--- config.mk ---
export PLATFORM = sky130hd
export DESIGN_NAME = dining_philosophers_arbiter
export DESIGN_NICKNAME = d
export VERILOG_FILES = /design/src/sv/dpa_pkg.sv /design/src/sv/dpa_ram.sv /design/src/sv/dpa_dp.sv /design/src/sv/dpa_ctrl.sv /design/src/sv/dining_philosophers_arbiter.sv
export VERILOG_INCLUDE_DIRS = /design/src /design/src/sv
export SDC_FILE = /design/constraint.sdc
export NUM_CORES = 1
export LEC_CHECK = 0
export ABC_CLOCK_PERIOD_IN_PS = 4100
export BUFFER_PORTS_ARGS = -buffer_cell sky130_fd_sc_hd__buf_2
export CAP_MARGIN = 5
export CORE_MARGIN = 2
export CORE_UTILIZATION = 40
export CTS_CLUSTER_SIZE = 30
export DETAILED_ROUTE_END_ITERATION = 16
export PLACE_DENSITY = 0.54
export SETUP_SLACK_MARGIN = 0.3
export SYNTH_ARGS = -nofsm -noshare
export SYNTH_HDL_FRONTEND = slang
export SYNTH_SLANG_ARGS = --single-unit
--- constraint.sdc ---
create_clock -name i_clk -period 4.1 [get_ports i_clk]
set_clock_uncertainty 0.15 [all_clocks]
set_input_delay 0 -clock i_clk [delete_from_list [all_inputs] [get_ports i_clk]]
set_output_delay 0 -clock i_clk [all_outputs]
set_load 0.05 [all_outputs]
--- src/sv/dining_philosophers_arbiter_assert.svh ---
// Assertion macros shared by the arbiter RTL.
// Depends on nothing; taken in by `include in the modules that assert.
`ifndef DINING_PHILOSOPHERS_ARBITER_ASSERT_SVH
`define DINING_PHILOSOPHERS_ARBITER_ASSERT_SVH

// Same-cycle implication under synchronous active-low reset.
`define DPA_ASSERT_IMPLY(lbl, clk, rst_n, ante, cons, msg) \
    lbl: assert property (@(posedge clk) disable iff (!rst_n) (ante) |-> (cons)) \
        else $error(msg);

// Next-cycle implication under synchronous active-low reset.
`define DPA_ASSERT_NEXT(lbl, clk, rst_n, ante, cons, msg) \
    lbl: assert property (@(posedge clk) disable iff (!rst_n) (ante) |=> (cons)) \
        else $error(msg);

`endif

--- src/sv/dpa_pkg.sv ---
`timescale 1ns / 1ps
// Types and codes for the dining philosophers ring arbiter.
// No dependencies; used by the controller, datapath and top level.
package dpa_pkg;

    localparam int SEAT_W    = 4;
    localparam int MIN_W     = 5;
    localparam int PH_W      = 2;
    localparam int MIN_RESET = 5;

    typedef enum logic [1:0] {
        CMD_REQUEST = 2'd0,
        CMD_RELEASE = 2'd1,
        CMD_ADD     = 2'd2,
        CMD_REMOVE  = 2'd3
    } t_cmd;

    typedef enum logic [2:0] {
        K_GRANTED  = 3'd0,
        K_WAITING  = 3'd1,
        K_RELEASED = 3'd2,
        K_ADDED    = 3'd3,
        K_REMOVED  = 3'd4,
        K_REJECTED = 3'd5
    } t_kind;

    typedef enum logic [PH_W-1:0] {
        PH_THINKING = 2'd0,
        PH_HUNGRY   = 2'd1,
        PH_EATING   = 2'd2
    } t_phase;

    typedef enum logic [1:0] {
        RD_TGT   = 2'd0,
        RD_LEFT  = 2'd1,
        RD_RIGHT = 2'd2
    } t_rd_sel;

    typedef enum logic [1:0] {
        TGT_SEAT  = 2'd0,
        TGT_LEFT  = 2'd1,
        TGT_RIGHT = 2'd2
    } t_tgt_sel;

    typedef enum logic [2:0] {
        SEL_SEAT    = 3'd0,
        SEL_ZERO    = 3'd1,
        SEL_LIVE    = 3'd2,
        SEL_LIVE_M1 = 3'd3,
        SEL_LEFT    = 3'd4,
        SEL_RIGHT   = 3'd5
    } t_seat_sel;

    typedef struct packed {
        t_cmd              command;
        logic [SEAT_W-1:0] seat;
    } t_in_item;

    typedef struct packed {
        t_kind             kind;
        logic [SEAT_W-1:0] seat_index;
        logic              last;
    } t_out_item;

    typedef struct packed {
        logic      load;
        t_rd_sel   rd_sel;
        logic      cap_t;
        logic      cap_l;
        logic      tgt_set;
        t_tgt_sel  tgt_sel;
        logic      wr_hungry;
        logic      wr_eating;
        logic      clr_seat;
        logic      emit;
        t_kind     emit_kind;
        t_seat_sel emit_sel;
        logic      emit_last;
        logic      live_inc;
        logic      live_dec;
    } t_dp_cmd;

    typedef struct packed {
        t_cmd cmd;
        logic seat_ok;
        logic add_ok;
        logic rem_ok;
        logic grant;
        logic out_free;
    } t_dp_status;

endpackage

--- src/sv/dpa_ram.sv ---
`timescale 1ns / 1ps
// Generic single-write, single-read RAM with registered read data.
// No dependencies.
module dpa_ram #(
    parameter int WIDTH = 2,
    parameter int DEPTH = 16,
    localparam int AW   = (DEPTH > 1) ? $clog2(DEPTH) : 1
) (
    input  logic             i_clk,
    input  logic             i_we,
    input  logic [AW-1:0]    i_waddr,
    input  logic [WIDTH-1:0] i_wdata,
    input  logic [AW-1:0]    i_raddr,
    output logic [WIDTH-1:0] o_rdata
);

    logic [WIDTH-1:0] r_mem [DEPTH];
    logic [WIDTH-1:0] r_rdata;

    always_ff @(posedge i_clk) begin
        if (i_we) begin
            r_mem[i_waddr] <= i_wdata;
        end
        r_rdata <= r_mem[i_raddr];
    end

    assign o_rdata = r_rdata;

endmodule

--- src/sv/dpa_dp.sv ---
`timescale 1ns / 1ps
// Datapath: request register, seat count, min_seats, phase RAM with valid bits,
// neighbor arithmetic and the result register. Depends on dpa_pkg, dpa_ram and dining_philosophers_arbiter_assert.svh.
`include "dining_philosophers_arbiter_assert.svh"
module dpa_dp import dpa_pkg::*; #(
    parameter int MAX_SEATS = 16
) (
    input  logic              i_clk,
    input  logic              i_rst_n,
    input  t_in_item          i_in_data,
    input  logic              i_cfg_we,
    input  logic [MIN_W-1:0]  i_cfg_wdata,
    input  t_dp_cmd           i_cmd,
    output t_dp_status        o_status,
    output logic              o_out_valid,
    input  logic              i_out_stall,
    output t_out_item         o_out_data
);

    localparam int AW = $clog2(MAX_SEATS);
    localparam int LW = $clog2(MAX_SEATS + 1);
    localparam int CW = (LW > MIN_W) ? LW : MIN_W;

    function automatic logic [LW-1:0] left_of(input logic [LW-1:0] i,
                                              input logic [LW-1:0] n);
        left_of = (i == '0) ? n - LW'(1) : i - LW'(1);
    endfunction

    function automatic logic [LW-1:0] right_of(input logic [LW-1:0] i,
                                               input logic [LW-1:0] n);
        right_of = (i + LW'(1) >= n) ? '0 : i + LW'(1);
    endfunction

    t_cmd              r_cmd;
    logic [SEAT_W-1:0] r_seat;
    logic [AW-1:0]     r_tgt;
    logic [LW-1:0]     r_live;
    logic [MIN_W-1:0]  r_min;
    logic [MAX_SEATS-1:0] r_valid;
    logic              r_rd_vld;
    t_phase            r_ph_t;
    t_phase            r_ph_l;
    logic              r_o_valid;
    t_out_item         r_o_data;

    logic [LW-1:0]     seat_lw;
    logic [LW-1:0]     tgt_lw;
    logic [LW-1:0]     live_m1;
    logic [LW-1:0]     seat_left;
    logic [LW-1:0]     seat_right;
    logic [AW-1:0]     rd_addr;
    logic [PH_W-1:0]   ram_q;
    t_phase            rd_ph;
    logic              ram_we;
    logic [PH_W-1:0]   ram_wdata;
    logic              out_free;
    logic              grant;
    logic [SEAT_W-1:0] emit_seat;

    assign seat_lw    = LW'(r_seat);
    assign tgt_lw     = LW'(r_tgt);
    assign live_m1    = r_live - LW'(1);
    assign seat_left  = left_of(seat_lw, r_live);
    assign seat_right = right_of(seat_lw, r_live);

    always_comb begin
        case (i_cmd.rd_sel)
            RD_LEFT:  rd_addr = AW'(left_of(tgt_lw, r_live));
            RD_RIGHT: rd_addr = AW'(right_of(tgt_lw, r_live));
            default:  rd_addr = r_tgt;
        endcase
    end

    assign ram_we    = i_cmd.wr_hungry | i_cmd.wr_eating;
    assign ram_wdata = i_cmd.wr_eating ? PH_EATING : PH_HUNGRY;

    dpa_ram #(
        .WIDTH (PH_W),
        .DEPTH (MAX_SEATS)
    ) u_phase_ram (
        .i_clk   (i_clk),
        .i_we    (ram_we),
        .i_waddr (r_tgt),
        .i_wdata (ram_wdata),
        .i_raddr (rd_addr),
        .o_rdata (ram_q)
    );

    assign rd_ph = r_rd_vld ? t_phase'(ram_q) : PH_THINKING;
    assign grant = (r_ph_t == PH_HUNGRY) && (r_ph_l != PH_EATING) && (rd_ph != PH_EATING);

    // request, target and captured phases
    always_ff @(posedge i_clk) begin
        if (i_cmd.load) begin
            r_cmd  <= i_in_data.command;
            r_seat <= i_in_data.seat;
            r_tgt  <= AW'(i_in_data.seat);
        end else if (i_cmd.tgt_set) begin
            case (i_cmd.tgt_sel)
                TGT_LEFT:  r_tgt <= AW'(seat_left);
                TGT_RIGHT: r_tgt <= AW'(seat_right);
                default:   r_tgt <= AW'(r_seat);
            endcase
        end
        if (i_cmd.cap_t) begin
            r_ph_t <= rd_ph;
        end
        if (i_cmd.cap_l) begin
            r_ph_l <= rd_ph;
        end
    end

    always_ff @(posedge i_clk) begin
        if (!i_rst_n) begin
            r_valid  <= '0;
            r_rd_vld <= 1'b0;
            r_live   <= '0;
            r_min    <= MIN_W'(MIN_RESET);
        end else begin
            r_rd_vld <= r_valid[rd_addr];
            if (i_cfg_we) begin
                r_min <= i_cfg_wdata;
            end
            if (ram_we) begin
                r_valid[r_tgt] <= 1'b1;
            end
            if (i_cmd.clr_seat) begin
                r_valid[r_tgt] <= 1'b0;
            end
            if (i_cmd.live_inc) begin
                r_valid[r_live[AW-1:0]] <= 1'b0;
                r_live <= r_live + LW'(1);
            end
            if (i_cmd.live_dec) begin
                r_valid[live_m1[AW-1:0]] <= 1'b0;
                r_live <= live_m1;
            end
        end
    end

    always_comb begin
        case (i_cmd.emit_sel)
            SEL_ZERO:    emit_seat = '0;
            SEL_LIVE:    emit_seat = SEAT_W'(r_live);
            SEL_LIVE_M1: emit_seat = SEAT_W'(live_m1);
            SEL_LEFT:    emit_seat = SEAT_W'(seat_left);
            SEL_RIGHT:   emit_seat = SEAT_W'(seat_right);
            default:     emit_seat = r_seat;
        endcase
    end

    assign out_free = !r_o_valid || !i_out_stall;

    always_ff @(posedge i_clk) begin
        if (!i_rst_n) begin
            r_o_valid <= 1'b0;
        end else if (i_cmd.emit) begin
            r_o_valid <= 1'b1;
        end else if (!i_out_stall) begin
            r_o_valid <= 1'b0;
        end
    end

    always_ff @(posedge i_clk) begin
        if (i_cmd.emit) begin
            r_o_data.kind       <= i_cmd.emit_kind;
            r_o_data.seat_index <= emit_seat;
            r_o_data.last       <= i_cmd.emit_last;
        end
    end

    assign o_out_valid = r_o_valid;
    assign o_out_data  = r_o_data;

    assign o_status.cmd      = r_cmd;
    assign o_status.seat_ok  = CW'(r_seat) < CW'(r_live);
    assign o_status.add_ok   = r_live < LW'(MAX_SEATS);
    assign o_status.rem_ok   = (CW'(r_live) > CW'(r_min)) && (r_live != '0);
    assign o_status.grant    = grant;
    assign o_status.out_free = out_free;

    `DPA_ASSERT_IMPLY(a_live_bound, i_clk, i_rst_n, 1'b1, r_live <= LW'(MAX_SEATS), "seat count overflow")
    `DPA_ASSERT_IMPLY(a_emit_free, i_clk, i_rst_n, i_cmd.emit, out_free, "result dropped")
    `DPA_ASSERT_IMPLY(a_eat_grant, i_clk, i_rst_n, i_cmd.wr_eating, grant, "eating without grant")

endmodule

--- src/sv/dpa_ctrl.sv ---
`timescale 1ns / 1ps
// Controller: sequences decode, neighbor tests and result emission.
// Depends on dpa_pkg and dining_philosophers_arbiter_assert.svh.
`include "dining_philosophers_arbiter_assert.svh"
module dpa_ctrl import dpa_pkg::*; (
    input  logic       i_clk,
    input  logic       i_rst_n,
    input  logic       i_in_valid,
    output logic       o_in_stall,
    input  t_dp_status i_status,
    output t_dp_cmd    o_cmd
);

    typedef enum logic [10:0] {
        S_IDLE     = 11'b000_0000_0001,
        S_DECODE   = 11'b000_0000_0010,
        S_RDT      = 11'b000_0000_0100,
        S_RDL      = 11'b000_0000_1000,
        S_RDR      = 11'b000_0001_0000,
        S_DEC      = 11'b000_0010_0000,
        S_EMIT_ONE = 11'b000_0100_0000,
        S_EMIT_REQ = 11'b000_1000_0000,
        S_EMIT_REL = 11'b001_0000_0000,
        S_EMIT_GL  = 11'b010_0000_0000,
        S_EMIT_GR  = 11'b100_0000_0000
    } t_state;

    typedef enum logic [1:0] {
        MODE_REQ   = 2'd0,
        MODE_REL_L = 2'd1,
        MODE_REL_R = 2'd2
    } t_mode;

    t_state    r_state, n_state;
    t_mode     r_mode, n_mode;
    logic      r_gl, n_gl;
    logic      r_gr, n_gr;
    t_kind     r_kind, n_kind;
    t_seat_sel r_sel, n_sel;

    always_comb begin
        n_state = r_state;
        n_mode  = r_mode;
        n_gl    = r_gl;
        n_gr    = r_gr;
        n_kind  = r_kind;
        n_sel   = r_sel;
        o_cmd   = '0;
        case (r_state)
            S_IDLE: begin
                if (i_in_valid) begin
                    o_cmd.load = 1'b1;
                    n_state    = S_DECODE;
                end
            end
            S_DECODE: begin
                n_gl = 1'b0;
                n_gr = 1'b0;
                case (i_status.cmd)
                    CMD_REQUEST, CMD_RELEASE: begin
                        if (!i_status.seat_ok) begin
                            n_kind  = K_REJECTED;
                            n_sel   = SEL_SEAT;
                            n_state = S_EMIT_ONE;
                        end else if (i_status.cmd == CMD_REQUEST) begin
                            o_cmd.wr_hungry = 1'b1;
                            n_mode          = MODE_REQ;
                            n_state         = S_RDT;
                        end else begin
                            o_cmd.clr_seat = 1'b1;
                            o_cmd.tgt_set  = 1'b1;
                            o_cmd.tgt_sel  = TGT_LEFT;
                            n_mode         = MODE_REL_L;
                            n_state        = S_RDT;
                        end
                    end
                    CMD_ADD: begin
                        n_kind  = i_status.add_ok ? K_ADDED : K_REJECTED;
                        n_sel   = i_status.add_ok ? SEL_LIVE : SEL_ZERO;
                        n_state = S_EMIT_ONE;
                    end
                    default: begin
                        n_kind  = i_status.rem_ok ? K_REMOVED : K_REJECTED;
                        n_sel   = i_status.rem_ok ? SEL_LIVE_M1 : SEL_ZERO;
                        n_state = S_EMIT_ONE;
                    end
                endcase
            end
            S_RDT: begin
                o_cmd.rd_sel = RD_TGT;
                n_state      = S_RDL;
            end
            S_RDL: begin
                o_cmd.rd_sel = RD_LEFT;
                o_cmd.cap_t  = 1'b1;
                n_state      = S_RDR;
            end
            S_RDR: begin
                o_cmd.rd_sel = RD_RIGHT;
                o_cmd.cap_l  = 1'b1;
                n_state      = S_DEC;
            end
            S_DEC: begin
                o_cmd.wr_eating = i_status.grant;
                case (r_mode)
                    MODE_REL_L: begin
                        n_gl          = i_status.grant;
                        o_cmd.tgt_set = 1'b1;
                        o_cmd.tgt_sel = TGT_RIGHT;
                        n_mode        = MODE_REL_R;
                        n_state       = S_RDT;
                    end
                    MODE_REL_R: begin
                        n_gr    = i_status.grant;
                        n_state = S_EMIT_REL;
                    end
                    default: begin
                        n_gl    = i_status.grant;
                        n_state = S_EMIT_REQ;
                    end
                endcase
            end
            S_EMIT_ONE: begin
                o_cmd.emit      = i_status.out_free;
                o_cmd.emit_kind = r_kind;
                o_cmd.emit_sel  = r_sel;
                o_cmd.emit_last = 1'b1;
                if (i_status.out_free) begin
                    o_cmd.live_inc = (r_kind == K_ADDED);
                    o_cmd.live_dec = (r_kind == K_REMOVED);
                    n_state        = S_IDLE;
                end
            end
            S_EMIT_REQ: begin
                o_cmd.emit      = i_status.out_free;
                o_cmd.emit_kind = r_gl ? K_GRANTED : K_WAITING;
                o_cmd.emit_sel  = SEL_SEAT;
                o_cmd.emit_last = 1'b1;
                if (i_status.out_free) begin
                    n_state = S_IDLE;
                end
            end
            S_EMIT_REL: begin
                o_cmd.emit      = i_status.out_free;
                o_cmd.emit_kind = K_RELEASED;
                o_cmd.emit_sel  = SEL_SEAT;
                o_cmd.emit_last = !(r_gl || r_gr);
                if (i_status.out_free) begin
                    n_state = r_gl ? S_EMIT_GL : (r_gr ? S_EMIT_GR : S_IDLE);
                end
            end
            S_EMIT_GL: begin
                o_cmd.emit      = i_status.out_free;
                o_cmd.emit_kind = K_GRANTED;
                o_cmd.emit_sel  = SEL_LEFT;
                o_cmd.emit_last = !r_gr;
                if (i_status.out_free) begin
                    n_state = r_gr ? S_EMIT_GR : S_IDLE;
                end
            end
            S_EMIT_GR: begin
                o_cmd.emit      = i_status.out_free;
                o_cmd.emit_kind = K_GRANTED;
                o_cmd.emit_sel  = SEL_RIGHT;
                o_cmd.emit_last = 1'b1;
                if (i_status.out_free) begin
                    n_state = S_IDLE;
                end
            end
            default: begin
                n_state = S_IDLE;
            end
        endcase
    end

    always_ff @(posedge i_clk) begin
        if (!i_rst_n) begin
            r_state <= S_IDLE;
            r_mode  <= MODE_REQ;
        end else begin
            r_state <= n_state;
            r_mode  <= n_mode;
        end
    end

    always_ff @(posedge i_clk) begin
        r_gl   <= n_gl;
        r_gr   <= n_gr;
        r_kind <= n_kind;
        r_sel  <= n_sel;
    end

    assign o_in_stall = (r_state != S_IDLE);

    `DPA_ASSERT_NEXT(a_last_idle, i_clk, i_rst_n, o_cmd.emit && o_cmd.emit_last, r_state == S_IDLE, "no return to idle after last result")
    `DPA_ASSERT_IMPLY(a_add_ok, i_clk, i_rst_n, o_cmd.live_inc, i_status.add_ok, "add past full")
    `DPA_ASSERT_IMPLY(a_rem_ok, i_clk, i_rst_n, o_cmd.live_dec, i_status.rem_ok, "remove at minimum")

endmodule

--- src/sv/dining_philosophers_arbiter.sv ---
`timescale 1ns / 1ps
// Dining philosophers ring arbiter, top level. Depends on dpa_pkg, dpa_ctrl, dpa_dp.
// A new request is accepted only in idle; the input stalls until the last result of
// the previous request is written to the output register. A release gives up to three
// results, one per cycle while the output is not stalled. The phase RAM's single read
// port reads target, left and right phases in turn, one read per cycle. Synchronous
// active-low reset: all seats thinking, seat count zero, min_seats 5; no clearing pass.
module dining_philosophers_arbiter import dpa_pkg::*; #(
    parameter int MAX_SEATS = 16
) (
    input  logic             i_clk,
    input  logic             i_rst_n,
    input  logic             i_in_valid,
    output logic             o_in_stall,
    input  t_in_item         i_in_data,
    output logic             o_out_valid,
    input  logic             i_out_stall,
    output t_out_item        o_out_data,
    input  logic             i_cfg_we,
    input  logic [MIN_W-1:0] i_cfg_wdata
);

    t_dp_cmd    dp_cmd;
    t_dp_status dp_status;

    dpa_ctrl u_ctrl (
        .i_clk      (i_clk),
        .i_rst_n    (i_rst_n),
        .i_in_valid (i_in_valid),
        .o_in_stall (o_in_stall),
        .i_status   (dp_status),
        .o_cmd      (dp_cmd)
    );

    dpa_dp #(
        .MAX_SEATS (MAX_SEATS)
    ) u_dp (
        .i_clk       (i_clk),
        .i_rst_n     (i_rst_n),
        .i_in_data   (i_in_data),
        .i_cfg_we    (i_cfg_we),
        .i_cfg_wdata (i_cfg_wdata),
        .i_cmd       (dp_cmd),
        .o_status    (dp_status),
        .o_out_valid (o_out_valid),
        .i_out_stall (i_out_stall),
        .o_out_data  (o_out_data)
    );

endmodule

**Word-level counts from Yosys, hierarchy flattened**

Memories as Yosys holds them, arrays and structs flattened. A register that Yosys moved wholly into a read port is not among the register bits.
Cells that the tools add are included.
W data, S select, Z words.

- Add/subtract/negate cells: 6
- Multiply operators: 0
- Div/mod/pow operators: 0
- $lt $le $gt $ge: 12
- Equal/unequal tests: 41
- Shifts and indexed selects: 0
- Mux-type cells: 80
- Bitwise operators: 8
- Reduce and logical (&&, ||, !) cells: 26

Operators with widths:

| kind | count |
|---|---|
| $mux W16 | 7 |
| $pmux W11 S9 | 1 |
| $mux W11 | 6 |
| $and A16 B16 Y16 | 3 |
| $not A16 Y16 | 3 |
| $pmux W8 S5 | 1 |
| $mux W4 | 8 |
| $mux W1 | 24 |
| $lt A4 B5 Y1 const B | 4 |
| $pmux W4 S5 | 1 |
| $mux W2 | 9 |
| $pmux W3 S2 | 3 |
| $pmux W9 S2 | 1 |
| $ne A2 B2 Y1 const B | 8 |
| $or A16 B16 Y16 | 1 |
| $pmux W4 S2 | 2 |
| $mux W3 | 5 |
| $mux W7 | 2 |
| $demux W1 S4 | 3 |
| $ge A4 B1 Y1 const B | 3 |
| $eq A11 B1 Y1 const B | 1 |
| $eq A11 B10 Y1 const B | 1 |
| $eq A11 B11 Y1 const B | 1 |
| $eq A11 B2 Y1 const B | 1 |
| other kinds (38) | 74 |

- Register bits: 71
- Latch bits: 0
- Memory bits (writable): 32
- ROM bits: 0
- Output and inout port bits: 10
- Word-level logic and storage cells: 193
- Memories kept: 1

Memories:

| name | words | bits a word | rd ports | clocked after Yosys merged registers in | write ports | line | RTL |
|---|---|---|---|---|---|---|---|
| u_dp.u_phase_ram.r_mem | 16 | 2 | 1 | 1 | 1 | dpa_ram.sv:17 | `logic [WIDTH-1:0] r_mem [DEPTH];` |

**Longest topological paths before layout**

- Depth in word-level cells: 16
- Gate-level depth with buffers: 16
- Mapped depth without buffers: 14

**By module**

A second synthesis with hierarchy kept.

- Cells, all modules: 662
- Area total of the unflattened synthesis: 6521.3 µm²

By module, submodules not included:

| module | times used | cells each | area each (µm²) |
|---|---|---|---|
| dpa_dp | 1 | 419 | 3678.5 |
| dpa_ctrl | 1 | 165 | 1462.7 |
| dpa_ram | 1 | 78 | 1380.1 |

**Least setup slack after synthesis**

No wires, ideal clock.

- Path kind: reg2reg
- Start point: reg u_ctrl.r_state[7]
- End point: reg u_dp.r_rd_vld
- Arrival time: 3.540 ns
- Data required time: 3.818 ns
- Slack: 0.278 ns
- Cell stages (with the launch flop): 15
- Path buffers: 3
- Clock period less this slack: 3.822 ns
- Cell sequence: dfxtp_1 > clkbuf_1 > nor3_2 > nand3_1 > or4b_2 > ha_1 > clkbuf_1 > a31oi_1 > a21oi_2 > a2111oi_4 > buf_6 > mux2i_1 > nand2_1 > nand4b_1 > a21oi_1

- Longest elaborated chain between the ends: 6

RTL lines:

| element | line | RTL |
|---|---|---|
| start, declared | dpa_ctrl.sv:34 | `t_state r_state, n_state;` |
| start signal, assigned | dpa_ctrl.sv:181 | `r_state <= n_state;` |
| $eq A11 B5 Y1 / $eq A11 B4 Y1 (equally long branches) | dpa_ctrl.sv:49 | `case (r_state)` |
| $pmux W2 S2 (*) | dpa_ctrl.sv:49 |  |
| $eq A2 B2 Y1 / $eq A2 B1 Y1 (equally long branches) | dpa_dp.sv:67 | `case (i_cmd.rd_sel)` |
| $pmux W4 S2 (*) | dpa_dp.sv:67 |  |
| $bmux W1 S4 (*) | dpa_dp.sv:120 | `r_rd_vld <= r_valid[rd_addr];` |
| $mux W1 (not written as such) (*) | dpa_dp.sv:120 |  |
| end signal, assigned | dpa_dp.sv:120 |  |
| end, declared | dpa_dp.sv:40 | `logic r_rd_vld;` |

Every way passes the cells marked *; elsewhere a longest branch is shown, timed or not. The select of a mux whose other input is x is not followed.
A chain may end at the register's enable or synchronous reset.

**Worst setup path after layout**

- Start point: reg u_dp.r_tgt[0]
- End point: reg u_dp.r_rd_vld

- Longest elaborated chain between the ends: 6

RTL lines:

| element | line | RTL |
|---|---|---|
| start, declared | dpa_dp.sv:36 | `logic [AW-1:0] r_tgt;` |
| start signal, assigned | dpa_dp.sv:97 | `r_tgt <= AW'(i_in_data.seat);` |
| start signal, assigned | dpa_dp.sv:100 | `TGT_LEFT: r_tgt <= AW'(seat_left);` |
| start signal, assigned | dpa_dp.sv:101 | `TGT_RIGHT: r_tgt <= AW'(seat_right);` |
| $add A4 B1 Y5 | dpa_dp.sv:31 | `right_of = (i + LW'(1) >= n) ? '0 : i + LW'(1);` |
| $ge A5 B5 Y1 | dpa_dp.sv:31 |  |
| $mux W4 | dpa_dp.sv:31 |  |
| $pmux W4 S2 (*) | dpa_dp.sv:67 |  |
| $bmux W1 S4 (*) | dpa_dp.sv:120 |  |
| $mux W1 (not written as such) (*) | dpa_dp.sv:120 |  |

Marked as above.

==> flow_summary.toml <==
[outcome]
status = "finished, final reports clean"

[clock_network]
clockRootBuffer = "clkbuf_16"
cts_tree = "done"
clock-sinks = 104
cts.clk_slew.worst_paths_ns = 0.08
cts-buffers-inserted = 9
clock_path_buffers = 2
clk_latency_ns = 0.36
htree_levels = 3

[critical_path]
worstPathMaxFanout = 10
start_kind = "register"
startpoint = "u_dp.r_tgt[0]$_DFFE_PP_"
critical_path_class = "register to register"
cp.arrival_ns = 3.67
cpMostUsedCell = "ha_1"
crit_slowest_cell = "a221oi_1"
slowest_delay_ns = 0.57
required_ns = 4.22
crit_chain = "ha_1 > xor2_1 > ha_1 > nand2_1 > o21ai_0 > buf_4 > a31oi_1 > a221oi_1 > clkinv_1 > nand3_1 > nand4b_1 > a21oi_1"
critical_path.endpoint_type = "register"
reg2reg_from = "u_dp.r_tgt[0]$_DFFE_PP_"

[grt]
antenna_found_initial = 0
gr-total-overflow = 0
busiest_layer = "met2"
grt_start_max_net_pins = 32
grt.total_usage = 0.200
met1_usage = 0.278
grt_pass1_wl_um = 25100
met2_usage = 0.313
grt_pass1_vias = 4686
gr-usage-met3 = 0.0369

[routing]
routed_wl_um = 15600
viasPerCell = 5.68
avgRoutedWirePerCell_um = 18.5
drtIter0Drc = 395
ant_nets = 0
drc_errors = 0
firstDrtPassIters = 5
vias = 4809

[sta]
rsz0062_at_grt = "false"
fin_tns_setup_ns = 0
max_freq_ghz = 0.282
drv_slew = 0
finalCriticalPeriod_ns = 3.54
worst_slew_pin_slew_ns = 1.12
slew-limit-headroom = 0.255
timing.hold.ws_ns = 0.207
fin_ws_ns = 0.556
setup_violations = 0
fin_crit_sh = 0.864
finalHoldViolations = 0

[layout]
drive_gt1_frac = 0.147
area_growth_pct = 15.0
multi_input_area_mm2 = 0.00316
fillers = 1407
diodes = 0
finish.net_count = 706
seq_area_mm2 = 0.00270
fin_cells = 846

[yosys]
syn_inst = 605
synthFlopType = "edfxtp_1"
syn_area_per_cell_um2 = 10.1
synth_warnings = 0
synth_area_leaders = "edfxtp_1, dfxtp_1, ha_1, mux2i_1, nor2_1"
synth_edf_count = 61
synth_top_area_cell = "edfxtp_1"
syn_nets = 658
synth_top_area_share = 0.301
synth_cell_types = 77
ys_ff_latch = 104
yosysSeqAreaShare = 0.442
syn_area_mm2 = 0.00609
ys_async_sr_fraction = 0

[floorplanning]
num_rows = 45
fp.dieArea_mm2 = 0.0162
die_x_um = 127
core_mm2 = 0.0150
ioPinCount = 26
die_y_um = 127
start_util = 0.405

[pwr]
power_frac_clock = 0.362
p_int_uw = 1670
p_sw_frac = 0.273
ir_drop_mv = 0.173
power.leakage_uw = 0.00276
p_comb_frac = 0.139
powerDensity_mw_per_mm2 = 329
netSwitchingPower_uw = 629
p_seq_frac = 0.498

[run]
drv_cap = 0

[place]
gp_congestion = 0.857
dp.cells = 806
place_hpwl_um = 11700
port_buffers = 25
pre_cts_ws_ns = 0.249

[hold_path]
worstHoldStart = "i_in_data[5]"
hp-class = "input port to register"
[through the flow]
stage,util,total power [µW],instance area [µm²]
2_1_floorplan,-,1380,6090
3_3_place_gp,0.429,1460,6450
3_5_place_dp,0.429,1470,6450
4_1_cts,0.462,2320,6950
5_1_grt,0.466,2400,7010
6_report,0.466,2300,7010
[worst paths after layout]
kind / to / slack (ns) / cells after the start
hold / removal: u_dp.r_cmd[1]$_DFFE_PP_ / 0.21 / 2
setup reg to reg: u_dp.r_rd_vld$_SDFF_PN0_ / 0.56 / 12
hold reg to reg: u_ctrl.r_mode[0]$_SDFFE_PN0P_ / 0.34 / 2
setup / recovery: u_dp.r_rd_vld$_SDFF_PN0_ / 0.56 / 12
[sequential cells by signal (all words and copies together), names as in the netlist, 3 cells and up]
| register | count |
|---|---|
| u_ctrl.r_kind | 3 |
| u_ctrl.r_state | 11 |
| u_dp.o_out_data | 8 |
| u_dp.r_live | 5 |
| u_dp.r_min | 5 |
| u_dp.r_seat | 4 |
| u_dp.r_tgt | 4 |
| u_dp.r_valid | 16 |
| u_dp.u_phase_ram.r_mem | 32 |
[logic make-up (layout without fill, tap and decap cells)]
group / after synthesis / in the layout / share of synthesized area
DFF: 104 / 104 / 0.442
and+or+nand+nor: 203 / 203 / 0.172
muxes: 47 / 47 / 0.0776
AOI/OAI and AO/OA: 132 / 132 / 0.165
buffers and inverters: 67 / 120 / 0.0456
adders and majority gates: 37 / 37 / 0.0760
xor gates and xnor gates: 15 / 15 / 0.0216
[synth_stat cells, types with 2 or more instances]
library cell	n
a211oi_1	3
a21boi_0	2
a21oi_1	24
a21oi_2	3
a221oi_1	14
a22oi_1	6
a31oi_1	5
and2_1	9
and3_1	10
and3b_1	2
buf_1	3
buf_2	3
buf_6	3
clkbuf_1	19
dfxtp_1	43
edfxtp_1	61
ha_1	37
inv_1	37
mux2_2	2
mux2i_1	45
nand2_1	46
nand2b_1	3
nand3_1	19
nand3b_1	2
nand4_1	2
nor2_1	53
nor2b_1	20
nor3_1	11
nor3_2	2
nor3b_1	2
nor4b_1	2
o211ai_1	6
o21a_1	8
o21ai_0	19
o221a_1	5
o221a_2	8
o221ai_1	3
o22ai_1	3
o31ai_1	4
or2_2	2
or3_1	5
xnor2_1	9
xor2_1	6
[cells in the final DEF (no fill, tap or decap), drive strengths merged, types with 6 or more instances in the layout]
cell type and n:
a221oi 14, edfxtp 61, dlygate4sd3 21, and2 9, dfxtp 43, inv 40, buf 44, nand3 19
and3 11, nor3 13, nand2 46, xor2 6, ha 37, a22oi 6, nor2 54, o21a 8
o21ai 20, xnor2 9, a21oi 27, clkbuf 9, o221a 13, o211ai 6, nor2b 20, mux2i 45
[per-layer routing]
| metal | share of wire | vias up |
|---|---|---|
| met2 | 0.45 | 134 |
| li1 | - | 2339 |
| met5 | 0 | - |
| met1 | 0.48 | 2309 |
| met4 | 0.020 | 0 |
| met3 | 0.048 | 27 |
[power groups by stage]
stage | sequential, µW | combinational, µW | clock [µW]
2_1_floorplan | 1160 | 223 | 0
3_3_place_gp | 1170 | 290 | 0
3_5_place_dp | 1170 | 294 | 0
4_1_cts | 1150 | 313 | 858
5_1_grt | 1150 | 353 | 892
6_report | 1150 | 321 | 835
[critical path, delay by kind of cell (launching register included)]
kind                       cells  cell delay, ns
DFF                            1            0.56
buffers and inverters          2            0.48
adders and majority gates      2            0.72
and+or+nand+nor                3            0.34
xor gates and xnor gates       1            0.19
AOI/OAI and AO/OA              4            1.03
[repair_timing]
action,4_1_cts,5_1_grt
setup buffers,0,3
endpoints found under the setup margin,3,3
gates resized for setup,2,12
hold buffers,21,0
endpoints found under the hold margin,21,0
pin swaps,0,2
[final cells by class]
class | instances | share of cell area
clock buffer | 9 | 0.0321
multi-input combinational | 434 | 0.451
timing repair buffer | 65 | 0.0693
sequential | 104 | 0.385
clock inverter | 7 | 0.00786
tap | 188 | 0.0336
inverter | 39 | 0.0209
Power figures use the tool's default switching activity.
